--- src/hdl/bdal_pkg.sv ---
// ----------------------------------------------------------------------------
// bdal_pkg - shared types and constants
// Character codes, operation codes and the entry carried from the
// converter to the character sequencer.
// ----------------------------------------------------------------------------
`default_nettype none

package bdal_pkg;

	localparam logic [7:0] CHAR_ZERO = 8'h30;
	localparam logic [7:0] CHAR_CR   = 8'h0D;
	localparam logic [7:0] CHAR_LF   = 8'h0A;

	localparam int QUEUE_DEPTH = 2;

	typedef enum logic {
		OP_WIDE = 1'b0,
		OP_BYTE = 1'b1
	} op_t;

	typedef struct packed {
		op_t         op;
		logic [19:0] bcd;
	} entry_t;

endpackage

`default_nettype wire

--- src/hdl/bdal_front.sv ---
// ----------------------------------------------------------------------------
// bdal_front - input stage and binary to BCD converter
// Takes one number, runs double dabble four bits per cycle and hands the
// packed BCD digits to the queue.
// ----------------------------------------------------------------------------
`default_nettype none

module bdal_front (
	input  wire logic            clk,
	input  wire logic            arst_n,
	input  wire logic            push,
	output logic                 full,
	input  wire logic            operation,
	input  wire logic [15:0]     number,
	output logic                 q_push,
	input  wire logic            q_full,
	output bdal_pkg::entry_t     q_data
);
	import bdal_pkg::*;

	logic        busy_q;
	logic [2:0]  left_q;
	op_t         op_q;
	logic [15:0] bin_q;
	logic [19:0] bcd_q;
	logic [15:0] bin_nxt;
	logic [19:0] bcd_nxt;
	logic        accept;

	always_comb begin
		logic [35:0] w;
		w = {bcd_q, bin_q};
		for (int k = 0; k < 4; k++) begin
			for (int d = 0; d < 5; d++) begin
				if (w[16 + 4*d +: 4] >= 4'd5) begin
					w[16 + 4*d +: 4] = w[16 + 4*d +: 4] + 4'd3;
				end
			end
			w = {w[34:0], 1'b0};
		end
		bcd_nxt = w[35:16];
		bin_nxt = w[15:0];
	end

	assign full   = busy_q;
	assign accept = push && !busy_q;
	assign q_push = busy_q && (left_q == 3'd0);
	assign q_data = '{op: op_q, bcd: bcd_q};

	always_ff @(posedge clk or negedge arst_n) begin
		if (!arst_n) begin
			busy_q <= 1'b0;
			left_q <= 3'd0;
		end else begin
			if (accept) begin
				busy_q <= 1'b1;
				left_q <= (op_t'(operation) == OP_BYTE) ? 3'd2 : 3'd4;
			end else if (busy_q && left_q != 3'd0) begin
				left_q <= left_q - 3'd1;
			end else if (q_push && !q_full) begin
				busy_q <= 1'b0;
			end
		end
	end

	always_ff @(posedge clk) begin
		if (accept) begin
			op_q  <= op_t'(operation);
			bcd_q <= '0;
			bin_q <= (op_t'(operation) == OP_BYTE) ? {number[7:0], 8'h00} : number;
		end else if (busy_q && left_q != 3'd0) begin
			bcd_q <= bcd_nxt;
			bin_q <= bin_nxt;
		end
	end

endmodule

`default_nettype wire

--- src/hdl/bdal_fifo.sv ---
// ----------------------------------------------------------------------------
// bdal_fifo - short entry queue
// Decouples the converter from the character sequencer.
// ----------------------------------------------------------------------------
`default_nettype none

module bdal_fifo #(
	parameter int DEPTH = bdal_pkg::QUEUE_DEPTH
) (
	input  wire logic              clk,
	input  wire logic              arst_n,
	input  wire logic              wr_en,
	output logic                   full,
	input  wire bdal_pkg::entry_t  wr_data,
	input  wire logic              rd_en,
	output logic                   empty,
	output bdal_pkg::entry_t       rd_data
);
	import bdal_pkg::*;

	localparam int AW = (DEPTH > 1) ? $clog2(DEPTH) : 1;
	localparam int CW = $clog2(DEPTH + 1);

	entry_t        mem [DEPTH];
	logic [AW-1:0] wr_ptr_q;
	logic [AW-1:0] rd_ptr_q;
	logic [CW-1:0] count_q;
	logic          do_wr;
	logic          do_rd;

	assign full    = (count_q == CW'(DEPTH));
	assign empty   = (count_q == '0);
	assign do_wr   = wr_en && !full;
	assign do_rd   = rd_en && !empty;
	assign rd_data = mem[rd_ptr_q];

	always_ff @(posedge clk) begin
		if (do_wr) begin
			mem[wr_ptr_q] <= wr_data;
		end
	end

	always_ff @(posedge clk or negedge arst_n) begin
		if (!arst_n) begin
			wr_ptr_q <= '0;
			rd_ptr_q <= '0;
			count_q  <= '0;
		end else begin
			if (do_wr) begin
				wr_ptr_q <= (wr_ptr_q == AW'(DEPTH - 1)) ? '0 : wr_ptr_q + AW'(1);
			end
			if (do_rd) begin
				rd_ptr_q <= (rd_ptr_q == AW'(DEPTH - 1)) ? '0 : rd_ptr_q + AW'(1);
			end
			if (do_wr && !do_rd) begin
				count_q <= count_q + CW'(1);
			end else if (do_rd && !do_wr) begin
				count_q <= count_q - CW'(1);
			end
		end
	end

endmodule

`default_nettype wire

--- src/hdl/bdal_back.sv ---
// ----------------------------------------------------------------------------
// bdal_back - character sequencer
// Walks one entry's digits, then CR and LF, one character per cycle into
// an output register while that register is empty or being popped.
// ----------------------------------------------------------------------------
`default_nettype none

module bdal_back (
	input  wire logic              clk,
	input  wire logic              arst_n,
	input  wire logic              q_empty,
	output logic                   q_pop,
	input  wire bdal_pkg::entry_t  q_data,
	output logic                   out_valid,
	input  wire logic              out_pop,
	output logic [7:0]             out_char,
	output logic                   out_last
);
	import bdal_pkg::*;

	logic        act_q;
	entry_t      cur_q;
	logic [2:0]  pos_q;
	logic        oval_q;
	logic [7:0]  char_q;
	logic        last_q;
	logic        oready;
	logic        emit;
	logic [2:0]  ndig;
	logic [2:0]  idx;
	logic [7:0]  ch;
	logic        is_lf;

	always_comb begin
		ndig  = (cur_q.op == OP_BYTE) ? 3'd3 : 3'd5;
		idx   = ndig - 3'd1 - pos_q;
		is_lf = (pos_q == ndig + 3'd1);
		if (pos_q < ndig) begin
			ch = CHAR_ZERO | {4'h0, cur_q.bcd[{idx, 2'b00} +: 4]};
		end else if (pos_q == ndig) begin
			ch = CHAR_CR;
		end else begin
			ch = CHAR_LF;
		end
	end

	assign oready    = !oval_q || out_pop;
	assign emit      = act_q && oready;
	assign q_pop     = !q_empty && (!act_q || (emit && is_lf));
	assign out_valid = oval_q;
	assign out_char  = char_q;
	assign out_last  = last_q;

	always_ff @(posedge clk or negedge arst_n) begin
		if (!arst_n) begin
			act_q  <= 1'b0;
			pos_q  <= 3'd0;
			oval_q <= 1'b0;
		end else begin
			if (q_pop) begin
				act_q <= 1'b1;
				pos_q <= 3'd0;
			end else if (emit) begin
				if (is_lf) begin
					act_q <= 1'b0;
				end
				pos_q <= pos_q + 3'd1;
			end
			if (emit) begin
				oval_q <= 1'b1;
			end else if (out_pop) begin
				oval_q <= 1'b0;
			end
		end
	end

	always_ff @(posedge clk) begin
		if (q_pop) begin
			cur_q <= q_data;
		end
		if (emit) begin
			char_q <= ch;
			last_q <= is_lf;
		end
	end

endmodule

`default_nettype wire

--- src/hdl/binary_to_decimal_ascii_line.sv ---
// ----------------------------------------------------------------------------
// binary_to_decimal_ascii_line - number to decimal ASCII line
// Prints a 16-bit number as five digits or its low byte as three digits,
// followed by CR and LF; LF carries last.
//
//   channel  | handshake           | payload
//   ---------+---------------------+--------------------------
//   input    | push / full         | operation, number
//   result   | empty / pop         | character, last
//
// One character leaves per cycle while pop is held: seven characters per
// 16-bit item, five per byte. The converter runs four double dabble shifts
// per cycle and outpaces the result channel, so the result beat rate sets throughput.
// Reset clears the queue and sequencer; no clearing pass is needed.
// A stalled result holds its beat; the queue lets the converter run ahead.
// ----------------------------------------------------------------------------
`default_nettype none

module binary_to_decimal_ascii_line #(
	parameter int QDEPTH = bdal_pkg::QUEUE_DEPTH
) (
	input  wire logic        clk,
	input  wire logic        arst_n,
	input  wire logic        push,
	output logic             full,
	input  wire logic        operation,
	input  wire logic [15:0] number,
	output logic             empty,
	input  wire logic        pop,
	output logic [7:0]       character,
	output logic             last
);
	import bdal_pkg::*;

	logic   wq_push;
	logic   wq_full;
	entry_t wq_data;
	logic   rq_pop;
	logic   rq_empty;
	entry_t rq_data;
	logic   out_valid;

	bdal_front u_front (
		.clk       (clk),
		.arst_n    (arst_n),
		.push      (push),
		.full      (full),
		.operation (operation),
		.number    (number),
		.q_push    (wq_push),
		.q_full    (wq_full),
		.q_data    (wq_data)
	);

	bdal_fifo #(
		.DEPTH (QDEPTH)
	) u_fifo (
		.clk     (clk),
		.arst_n  (arst_n),
		.wr_en   (wq_push),
		.full    (wq_full),
		.wr_data (wq_data),
		.rd_en   (rq_pop),
		.empty   (rq_empty),
		.rd_data (rq_data)
	);

	bdal_back u_back (
		.clk       (clk),
		.arst_n    (arst_n),
		.q_empty   (rq_empty),
		.q_pop     (rq_pop),
		.q_data    (rq_data),
		.out_valid (out_valid),
		.out_pop   (pop),
		.out_char  (character),
		.out_last  (last)
	);

	assign empty = !out_valid;

endmodule

`default_nettype wire

--- config.mk ---
export PLATFORM = sky130hd
export DESIGN_NAME = binary_to_decimal_ascii_line
export DESIGN_NICKNAME = d
export VERILOG_FILES = /design/src/hdl/bdal_pkg.sv /design/src/hdl/bdal_front.sv /design/src/hdl/bdal_fifo.sv /design/src/hdl/bdal_back.sv /design/src/hdl/binary_to_decimal_ascii_line.sv
export SDC_FILE = /design/constraint.sdc
export NUM_CORES = 1
export LEC_CHECK = 0
export BUFFER_PORTS_ARGS = -buffer_cell sky130_fd_sc_hd__buf_2
export CAP_MARGIN = 20
export CORE_MARGIN = 3
export CORE_UTILIZATION = 65
export DETAILED_ROUTE_END_ITERATION = 12
export GPL_ROUTABILITY_DRIVEN = 0
export MAX_ROUTING_LAYER = met4
export PLACE_DENSITY = 0.81
export SYNTH_ARGS = -nofsm -noshare
export SYNTH_HDL_FRONTEND = slang
export SYNTH_SLANG_ARGS = --single-unit
--- constraint.sdc ---
create_clock -name clk -period 8.1 [get_ports clk]
set_input_delay 1.62 -clock clk [delete_from_list [all_inputs] [get_ports clk]]
set_output_delay 1.62 -clock clk [all_outputs]
set_load 0.03 [all_outputs]
==> flow_metrics.env, run 1 <==
export IMPL_rsz0062_at_grt="no"
export IMPL_vias=5407
export IMPL_worstPathMaxFanout=8
export IMPL_grt_pass1_vias=5230
export IMPL_yosysSeqAreaShare_pct=46.3
export IMPL_worstMarginPinSlew_ps=964
export IMPL_worst_r2r_endpoint="u_front.bcd_q[18]$_SDFFE_PP0P_"
export IMPL_synth_common_cells="86 x edfxtp_1, 67 x nand2_1, 43 x o21ai_0"
export IMPL_first_pass_iters=5
export IMPL_yosysTopAreaCellShare_pct=36.1
export IMPL_synth_flop_cell="edfxtp_1"
export IMPL_io_buffers=29
export IMPL_period_share_pct=51.1
export IMPL_min_path_cells=1
export IMPL_crit_type="reg -> reg"
export IMPL_min_path_type="reg -> reg"
export IMPL_synth_distinct_cells=81
export IMPL_route_detailed_drc=0
export IMPL_status="finished clean"
export IMPL_required_ps=8560
export IMPL_setup_viol=0
export IMPL_synth_area_top_cells="edfxtp_1 36%, dfxtp_1 5.6%, ha_1 5.1%"
export IMPL_fp_dieArea_um2=12300
export IMPL_r2r_cells=20
export IMPL_htree_levels=4
export IMPL_syn_area_um2=7150
export IMPL_async_flop_share_pct=10.9
export IMPL_cts_buffers=17
export IMPL_antenna_found_initial=0
export IMPL_overflow=0
export IMPL_yosys_warnings=0
export IMPL_period_minus_slack_ps=4140
export IMPL_grt_pass1_wl_um=25000
export IMPL_regToRegStartpoint="u_front.bcd_q[12]$_SDFFE_PP0P_"
export IMPL_crit_arrival_ps=4600
export IMPL_avgSynthCellArea_um2=10.4
export IMPL_ant_nets=0
export IMPL_critPathLaunchType="flop"
export IMPL_synthCells=689
export IMPL_avgViaCountPerCell=6.27
export IMPL_cp_cell_sequence="inv_1 > ha_1 > nor2b_1 > or3_1 > and2_1 > inv_2 > ha_1 > o21bai_1 > a21oi_1 > or2_2 > ha_1 > inv_1 > o21a_1 > o21a_1 > o21a_1 > ha_1 > nand2b_1 > a211oi_2 > mux2i_1 > a21o_1"
export IMPL_critPathMostFrequentCell="ha_1"
export IMPL_max_clock_path_buffers=2
export IMPL_fin_skew_ps=7.67
export IMPL_fillers=671
export IMPL_start_util_pct=68.0
export IMPL_postCtsHoldBufs=0
export IMPL_layout_drive_gt1_share_pct=17.2
export IMPL_crit_buf_inv=3
export IMPL_synth_top_area_cell="edfxtp_1"
export IMPL_area_growth_pct=11.0
export IMPL_fp_dieW_um=111
export IMPL_core_area_um2=10500
export IMPL_clk_pin_slew_worst_paths_ps=60
export IMPL_grt_max_degree=35
export IMPL_tns_ps=0
export IMPL_track_usage_pct=25.6
export IMPL_cts_setup_buffers=0
export IMPL_slowest_stage="dfxtp_1"
export IMPL_cts_tree="yes"
export IMPL_cts_resized=0
export IMPL_yosys_register_bits=119
export IMPL_first_iter_violations=660
export IMPL_r2r_setup_slack_ps=3960
export IMPL_num_antenna_cells=0
export IMPL_max_freq_mhz=242
export IMPL_wire_per_inst_um=17.2
export IMPL_critical_path_max_stage_delay_ps=450
export IMPL_holdPathEnd="u_fifo.wr_ptr_q$_DFFE_PN0P_"
export IMPL_die_y_um=111
export IMPL_ios=32
export IMPL_cts_root_buf="clkbuf_8"
export IMPL_min_from="u_fifo.wr_ptr_q$_DFFE_PN0P_"
export IMPL_totalWireLength_um=14800
export IMPL_rows=37
export IMPL_cts_num_sinks=119
export IMPL_maxCapViolations=0
export IMPL_hpwlAfterDp_um=10200
export IMPL_final_hold_violation_count=0
export IMPL_startpoint="u_front.bcd_q[12]$_SDFFE_PP0P_"
export IMPL_yosysMostFrequentCell="edfxtp_1"
export IMPL_synth_edf_count=86
export IMPL_slew_violations=0
export IMPL_slew_headroom_pct=35.8
export IMPL_crit_family="compound AO/OA/AOI/OAI gates"
export IMPL_nets=765
export IMPL_clock_latency_ps=520
export IMPL_crit_path_end_kind="flop"
==> area by class of cell <==
| cell class | instances | area [um^2] | area share (%) |
|---|---|---|---|
| Timing Repair Buffer | 32 | 168 | 2.11 |
| Multi-Input combinational cell | 505 | 3550 | 44.7 |
| Sequential cell | 119 | 3310 | 41.7 |
| Tap cell | 136 | 170 | 2.14 |
| Clock inverter | 14 | 175 | 2.21 |
| Clock buffer | 18 | 418 | 5.27 |
| Inverter | 39 | 146 | 1.84 |
==> sequential cells by signal, summed over array words and instances, names as in the netlist <==
name / flops
u_fifo.wr_ptr_q: 1
u_fifo.rd_ptr_q: 1
u_front.full: 1
u_front.op_q: 1
u_back.out_char: 5
u_back.act_q: 1
u_back.out_valid: 1
u_front.bcd_q: 20
u_back.pos_q: 3
u_front.bin_q: 16
u_front.left_q: 3
u_back.cur_q: 21
u_fifo.mem: 42
u_fifo.count_q: 2
u_back.out_last: 1
==> through the flow <==
stage                     utilization, %  area, um^2  hold slack (ps)  setup WS, ps  std cells
after floorplan                        -        7150              418          4170        690
after global placement              69.9        7340              472          4260        831
after detailed placement            69.9        7340              476          4090        831
after CTS                           75.5        7940              490          4010        863
after global routing                75.5        7940              532          3620        863
final                               75.5        7940              486          3960        863
==> kinds of logic after synthesis <==
logic type | after synthesis | synth area share, %
simple gates | 215 | 15.2
compound gates | 197 | 19.4
flops | 119 | 46.3
buf+inv | 66 | 4.13
mux | 48 | 7.91
fa+ha+maj | 30 | 5.36
xor+xnor | 13 | 1.70
other cells | 1 | 0.0525
==> worst max-delay path by stage <==
stage | end | depth (start not counted)
after floorplan | u_fifo.count_q[1]$_DFFE_PN0P_ | 8
after global placement | u_front.bcd_q[16]$_SDFFE_PP0P_ | 7
after detailed placement | u_front.bcd_q[18]$_SDFFE_PP0P_ | 20
after CTS | u_front.bcd_q[18]$_SDFFE_PP0P_ | 20
after global routing | u_front.bcd_q[18]$_SDFFE_PP0P_ | 20
final | u_front.bcd_q[18]$_SDFFE_PP0P_ | 20
==> layer usage <==
layer | part of all wire, % | track usage (%) | vias up | routed length (um)
li1 | - | - | 2616 | -
met1 | 44 | 32.9 | 2588 | 6580
met2 | 49 | 40.7 | 177 | 7240
met3 | 4.6 | 4.42 | 26 | 678
met4 | 2.1 | 9.93 | 0 | 305
met5 | 0 | - | - | 0
==> layout by cell type, fill, tap and decap left out, types with 11 or more instances in the layout <==
cell type / instances
edfxtp_1: 86
nand2_1: 67
o21ai_0: 43
nor2_1: 38
inv_1: 38
a21oi_1: 31
ha_1: 29
buf_2: 29
mux2_2: 25
nand3_1: 20
dfxtp_1: 20
mux2i_1: 18
a211oi_1: 17
clkbuf_16: 16
nand2b_1: 15
dfrtp_1: 13
o21a_1: 11
nor3_1: 11
Power of run 1 is not shown: default switching activity piles up to over one toggle a cycle in this logic, so the estimate is an artifact.
==> run 2: changes to the inputs <==
Settings changed: CORE_UTILIZATION 65 to 56, PLACE_DENSITY 0.81 to 0.73.
Clock period 8.1 ns to 3.56 ns, I/O delays scaled along.
==> flow_metrics.env, run 2 (synthesis gave the netlist of run 1 again) <==
export IMPL_r2r_cells=20
export IMPL_crit_type="reg -> reg"
export IMPL_cts_num_sinks=119
export IMPL_clock_latency_ps=410
export IMPL_period_minus_slack_ps=3490
export IMPL_rsz0062_at_grt="yes"
export IMPL_wire_per_inst_um=16.5
export IMPL_track_usage_pct=22.9
export IMPL_vias=5491
export IMPL_min_path_type="in -> async"
export IMPL_grt_max_degree=34
export IMPL_required_ps=3920
export IMPL_max_clock_path_buffers=2
export IMPL_rows=40
export IMPL_overflow=0
export IMPL_setup_viol=0
export IMPL_worstMarginPinSlew_ps=931
export IMPL_antenna_found_initial=0
export IMPL_crit_arrival_ps=3850
export IMPL_num_antenna_cells=0
export IMPL_cts_root_buf="clkbuf_16"
export IMPL_hpwlAfterDp_um=10400
export IMPL_top_register="u_fifo.mem"
export IMPL_status="finished clean"
export IMPL_worstPathMaxFanout=3
export IMPL_core_area_um2=12300
export IMPL_final_hold_violation_count=0
export IMPL_worst_r2r_endpoint="u_front.bcd_q[18]$_SDFFE_PP0P_"
export IMPL_slew_headroom_pct=38.0
export IMPL_fillers=874
export IMPL_io_buffers=29
export IMPL_fp_dieArea_um2=14200
export IMPL_regToRegStartpoint="u_front.bcd_q[13]$_SDFFE_PP0P_"
export IMPL_period_share_pct=98.2
export IMPL_slew_violations=0
export IMPL_cts_tree="yes"
export IMPL_start_util_pct=58.3
export IMPL_critPathLaunchType="flop"
export IMPL_maxCapViolations=0
export IMPL_ios=32
export IMPL_fp_dieW_um=119
export IMPL_final_common_cell="edfxtp_1"
export IMPL_cts_buffers=17
export IMPL_fin_ws_ps=65.0
export IMPL_crit_path_end_kind="flop"
export IMPL_htree_levels=4
export IMPL_route_detailed_drc=0
export IMPL_layout_drive_gt1_share_pct=28.1
export IMPL_grt_pass1_vias=5301
export IMPL_max_freq_mhz=286
export IMPL_first_iter_violations=537
export IMPL_nets=802
export IMPL_avgViaCountPerCell=5.89
export IMPL_biggestRegsByFlops="u_fifo.mem x42, u_back.cur_q x21, u_front.bcd_q x20"
export IMPL_ant_nets=0
export IMPL_grt_pass1_wl_um=25300
export IMPL_largest_reg_flops=42
export IMPL_layout_common_cells="86 x edfxtp_1, 66 x nand2_1, 40 x buf_4"
export IMPL_totalWireLength_um=15300
export IMPL_fin_skew_ps=9.33
export IMPL_r2r_setup_slack_ps=70
export IMPL_area_growth_pct=18.8
export IMPL_first_pass_iters=5
export IMPL_place_ws_ps=-129
export IMPL_clk_pin_slew_worst_paths_ps=60
export IMPL_die_y_um=119
run 2: cell types whose count changed in the layout (fill, tap and decap cells not counted), moves of 5 or more:
cell | previous run | this run
buf_4 | 3 | 40
a21oi_2 | 1 | 7
a21oi_1 | 31 | 25
a211oi_1 | 17 | 8
dfxtp_1 | 20 | 14
inv_1 | 38 | 33
a211oi_2 | 3 | 10
dfxtp_2 | 0 | 5
ha_1 | 29 | 21
run 2: worst max-delay path by stage:
| stage | start | endpoint | slack (ps) |
|---|---|---|---|
| 2_1_floorplan | u_front.bcd_q[12]$_SDFFE_PP0P_ | u_front.bcd_q[18]$_SDFFE_PP0P_ | 50 |
| 3_3_place_gp | u_front.bcd_q[12]$_SDFFE_PP0P_ | u_front.bcd_q[18]$_SDFFE_PP0P_ | 80 |
| 3_5_place_dp | u_front.bcd_q[12]$_SDFFE_PP0P_ | u_front.bcd_q[18]$_SDFFE_PP0P_ | -130 |
| 4_1_cts | u_front.bcd_q[9]$_SDFFE_PP0P_ | u_front.bcd_q[18]$_SDFFE_PP0P_ | 2 |
| 5_1_grt | u_front.bcd_q[12]$_SDFFE_PP0P_ | u_front.bcd_q[18]$_SDFFE_PP0P_ | -70 |
| 6_report | u_front.bcd_q[13]$_SDFFE_PP0P_ | u_front.bcd_q[18]$_SDFFE_PP0P_ | 70 |
run 2: through the flow:
stage	instance area [um^2]	setup TNS [ps]	hold WS, ps	cells	util (%)
detailed placement	7620	-221	443	894	62.1
floorplan	7150	0	416	690	-
CTS	8280	0	179	929	67.5
global placement	7620	0	428	894	62.1
global route	8490	-192	186	932	69.3
finish	8490	0	185	932	69.3
run 2: critical path, cell delays in order, from the launching register on:
cell,delay (ps)
dfxtp_2,330
inv_2,50
ha_2,180
nor2b_2,170
or3_4,370
and2_4,160
inv_2,70
ha_4,120
o21bai_2,120
a21oi_2,90
or2_4,270
ha_4,160
inv_2,50
o21a_1,120
o21a_1,120
o21a_1,170
ha_2,240
nand2b_4,70
a211oi_4,240
mux2i_1,220
a21o_1,130
run 2: layout make-up:
class / count / area, um^2 / share of cell area (%)
Multi-Input combinational cell: 505 / 3780 / 44.5
Sequential cell: 119 / 3320 / 39.1
Clock buffer: 22 / 497 / 5.85
Timing Repair Buffer: 69 / 445 / 5.24
Tap cell: 168 / 210 / 2.47
Inverter: 39 / 149 / 1.75
Clock inverter: 10 / 91.3 / 1.08
run 2: what timing repair did:
item / 4_1_cts / 5_1_grt
endpoints found under the setup margin: 2 / 14
setup buffers: 3 / 3
gates resized for setup: 15 / 52
hold buffers: 0 / 0
pin swaps: 3 / 15
run 2: routing by layer:
layer  track usage [%]  part of all wire (%)  vias up
li1                  -                     -     2693
met1              28.4                    44     2594
met4              7.31                   2.0        0
met3              5.41                   4.4       39
met2              37.2                    49      165
met5                 -                     0        -
Power of run 2 is left out for the same reason.
==> run 3: changes to the inputs <==
Settings changed: MAX_ROUTING_LAYER met4 to default.
==> flow_metrics.env, run 3 (synthesis gave the netlist of run 1 again) <==
export IMPL_setup_viol=0
export IMPL_overflow=0
export IMPL_grt_max_degree=34
export IMPL_crit_family="simple AND/OR/NAND/NOR gates"
export IMPL_max_freq_mhz=286
export IMPL_clock_latency_ps=410
export IMPL_postCtsHoldBufs=0
export IMPL_slew_headroom_pct=39.0
export IMPL_io_buffers=29
export IMPL_wire_per_inst_um=16.5
export IMPL_cts_num_sinks=119
export IMPL_final_hold_violation_count=0
export IMPL_fillers=874
export IMPL_cts_tree="yes"
export IMPL_vias=5514
export IMPL_required_ps=3920
export IMPL_maxCapViolations=0
export IMPL_utilization_pct=69.3
export IMPL_first_iter_violations=523
export IMPL_min_path_type="in -> async"
export IMPL_ant_nets=0
export IMPL_met3WireLength_um=675
export IMPL_grt_pass1_vias=5309
export IMPL_fp_dieArea_um2=14200
export IMPL_antenna_found_initial=0
export IMPL_crit_arrival_ps=3860
export IMPL_die_y_um=119
export IMPL_totalWireLength_um=15300
export IMPL_clk_pin_slew_worst_paths_ps=60
export IMPL_rows=40
export IMPL_htree_levels=4
export IMPL_slew_violations=0
export IMPL_track_usage_pct=22.2
export IMPL_hpwlAfterDp_um=10400
export IMPL_crit_path_end_kind="flop"
export IMPL_place_ws_ps=-129
export IMPL_tns_ps=0
export IMPL_ios=32
export IMPL_largest_reg_flops=42
export IMPL_rsz0062_at_grt="yes"
export IMPL_fp_dieW_um=119
export IMPL_fin_skew_ps=8.99
export IMPL_top_layer="met4"
export IMPL_met1_length_um=6730
export IMPL_worstPathMaxFanout=3
export IMPL_max_clock_path_buffers=2
export IMPL_cts_root_buf="clkbuf_16"
export IMPL_crit_type="reg -> reg"
export IMPL_fin_ws_ps=62.4
export IMPL_worstMarginPinSlew_ps=915
export IMPL_avgViaCountPerCell=5.92
export IMPL_cts_buffers=17
export IMPL_critPathLaunchType="flop"
export IMPL_grt_pass1_wl_um=25300
export IMPL_area_growth_pct=18.8
export IMPL_period_share_pct=98.2
export IMPL_cp_cell_sequence="inv_2 > ha_2 > nor2b_2 > or3_4 > and2_4 > inv_2 > ha_4 > o21bai_2 > a21oi_2 > or2_4 > ha_4 > inv_2 > o21a_1 > o21a_1 > o21a_1 > ha_2 > nand2b_4 > a211oi_4 > mux2i_1 > a21o_1"
export IMPL_biggestRegsByFlops="u_fifo.mem x42, u_back.cur_q x21, u_front.bcd_q x20"
export IMPL_final_common_cell="edfxtp_1"
export IMPL_period_minus_slack_ps=3500
export IMPL_status="finished clean"
export IMPL_slowest_stage="or3_4"
export IMPL_top_register="u_fifo.mem"
export IMPL_layout_common_cells="86 x edfxtp_1, 66 x nand2_1, 40 x buf_4"
export IMPL_critical_path_max_stage_delay_ps=370
export IMPL_crit_buf_inv=3
export IMPL_wl_met2_um=7660
export IMPL_num_antenna_cells=0
export IMPL_layout_drive_gt1_share_pct=28.1
export IMPL_start_util_pct=58.3
export IMPL_route_detailed_drc=0
export IMPL_core_area_um2=12300
export IMPL_nets=802
export IMPL_first_pass_iters=6
## run 3: area by class of cell
cell class              instances  area [um^2]  area share, %
clock inverters                10         91.3           1.08
clock buffers                  22          497           5.85
multi-input cells             505         3780           44.5
inverters                      39          149           1.75
repair buffers                 69          445           5.24
flip-flops and latches        119         3320           39.1
well taps                     168          210           2.47
## run 3: final timing paths
path / startpoint / endpoint / slack, ps / cells after the start
min reg2reg: u_front.bcd_q[8]$_SDFFE_PP0P_ / u_fifo.mem[1][8]$_DFFE_PP_ / 460 / 0
max in group asynchronous: arst_n / u_front.left_q[0]$_DFFE_PN0P_ / 3140 / 1
min: arst_n / u_fifo.count_q[0]$_DFFE_PN0P_ / 190 / 1
min in group clk: u_front.bcd_q[8]$_SDFFE_PP0P_ / u_fifo.mem[1][8]$_DFFE_PP_ / 460 / 0
max: u_front.bcd_q[13]$_SDFFE_PP0P_ / u_front.bcd_q[18]$_SDFFE_PP0P_ / 60 / 20
max reg2reg: u_front.bcd_q[13]$_SDFFE_PP0P_ / u_front.bcd_q[18]$_SDFFE_PP0P_ / 60 / 20
## run 3: through the flow
stage,hold slack (ps),cells,cell area [um^2]
2_1_floorplan,416,690,7150
3_3_place_gp,428,894,7620
3_5_place_dp,443,894,7620
4_1_cts,179,929,8280
5_1_grt,186,932,8490
6_report,186,932,8490
## run 3: layer usage
metal | GRT usage [%] | vias to the layer above
li1 | - | 2693
met1 | 28.4 | 2621
met2 | 37.2 | 170
met3 | 5.41 | 30
met4 | 7.31 | 0
met5 | 0 | -
## run 3: what timing repair did
item / in CTS / in global routing
setup endpoints to repair: 2 / 14
pin swaps: 3 / 15
setup buffers: 3 / 3
resized for setup: 15 / 52
Power of run 3 is left out for the same reason.
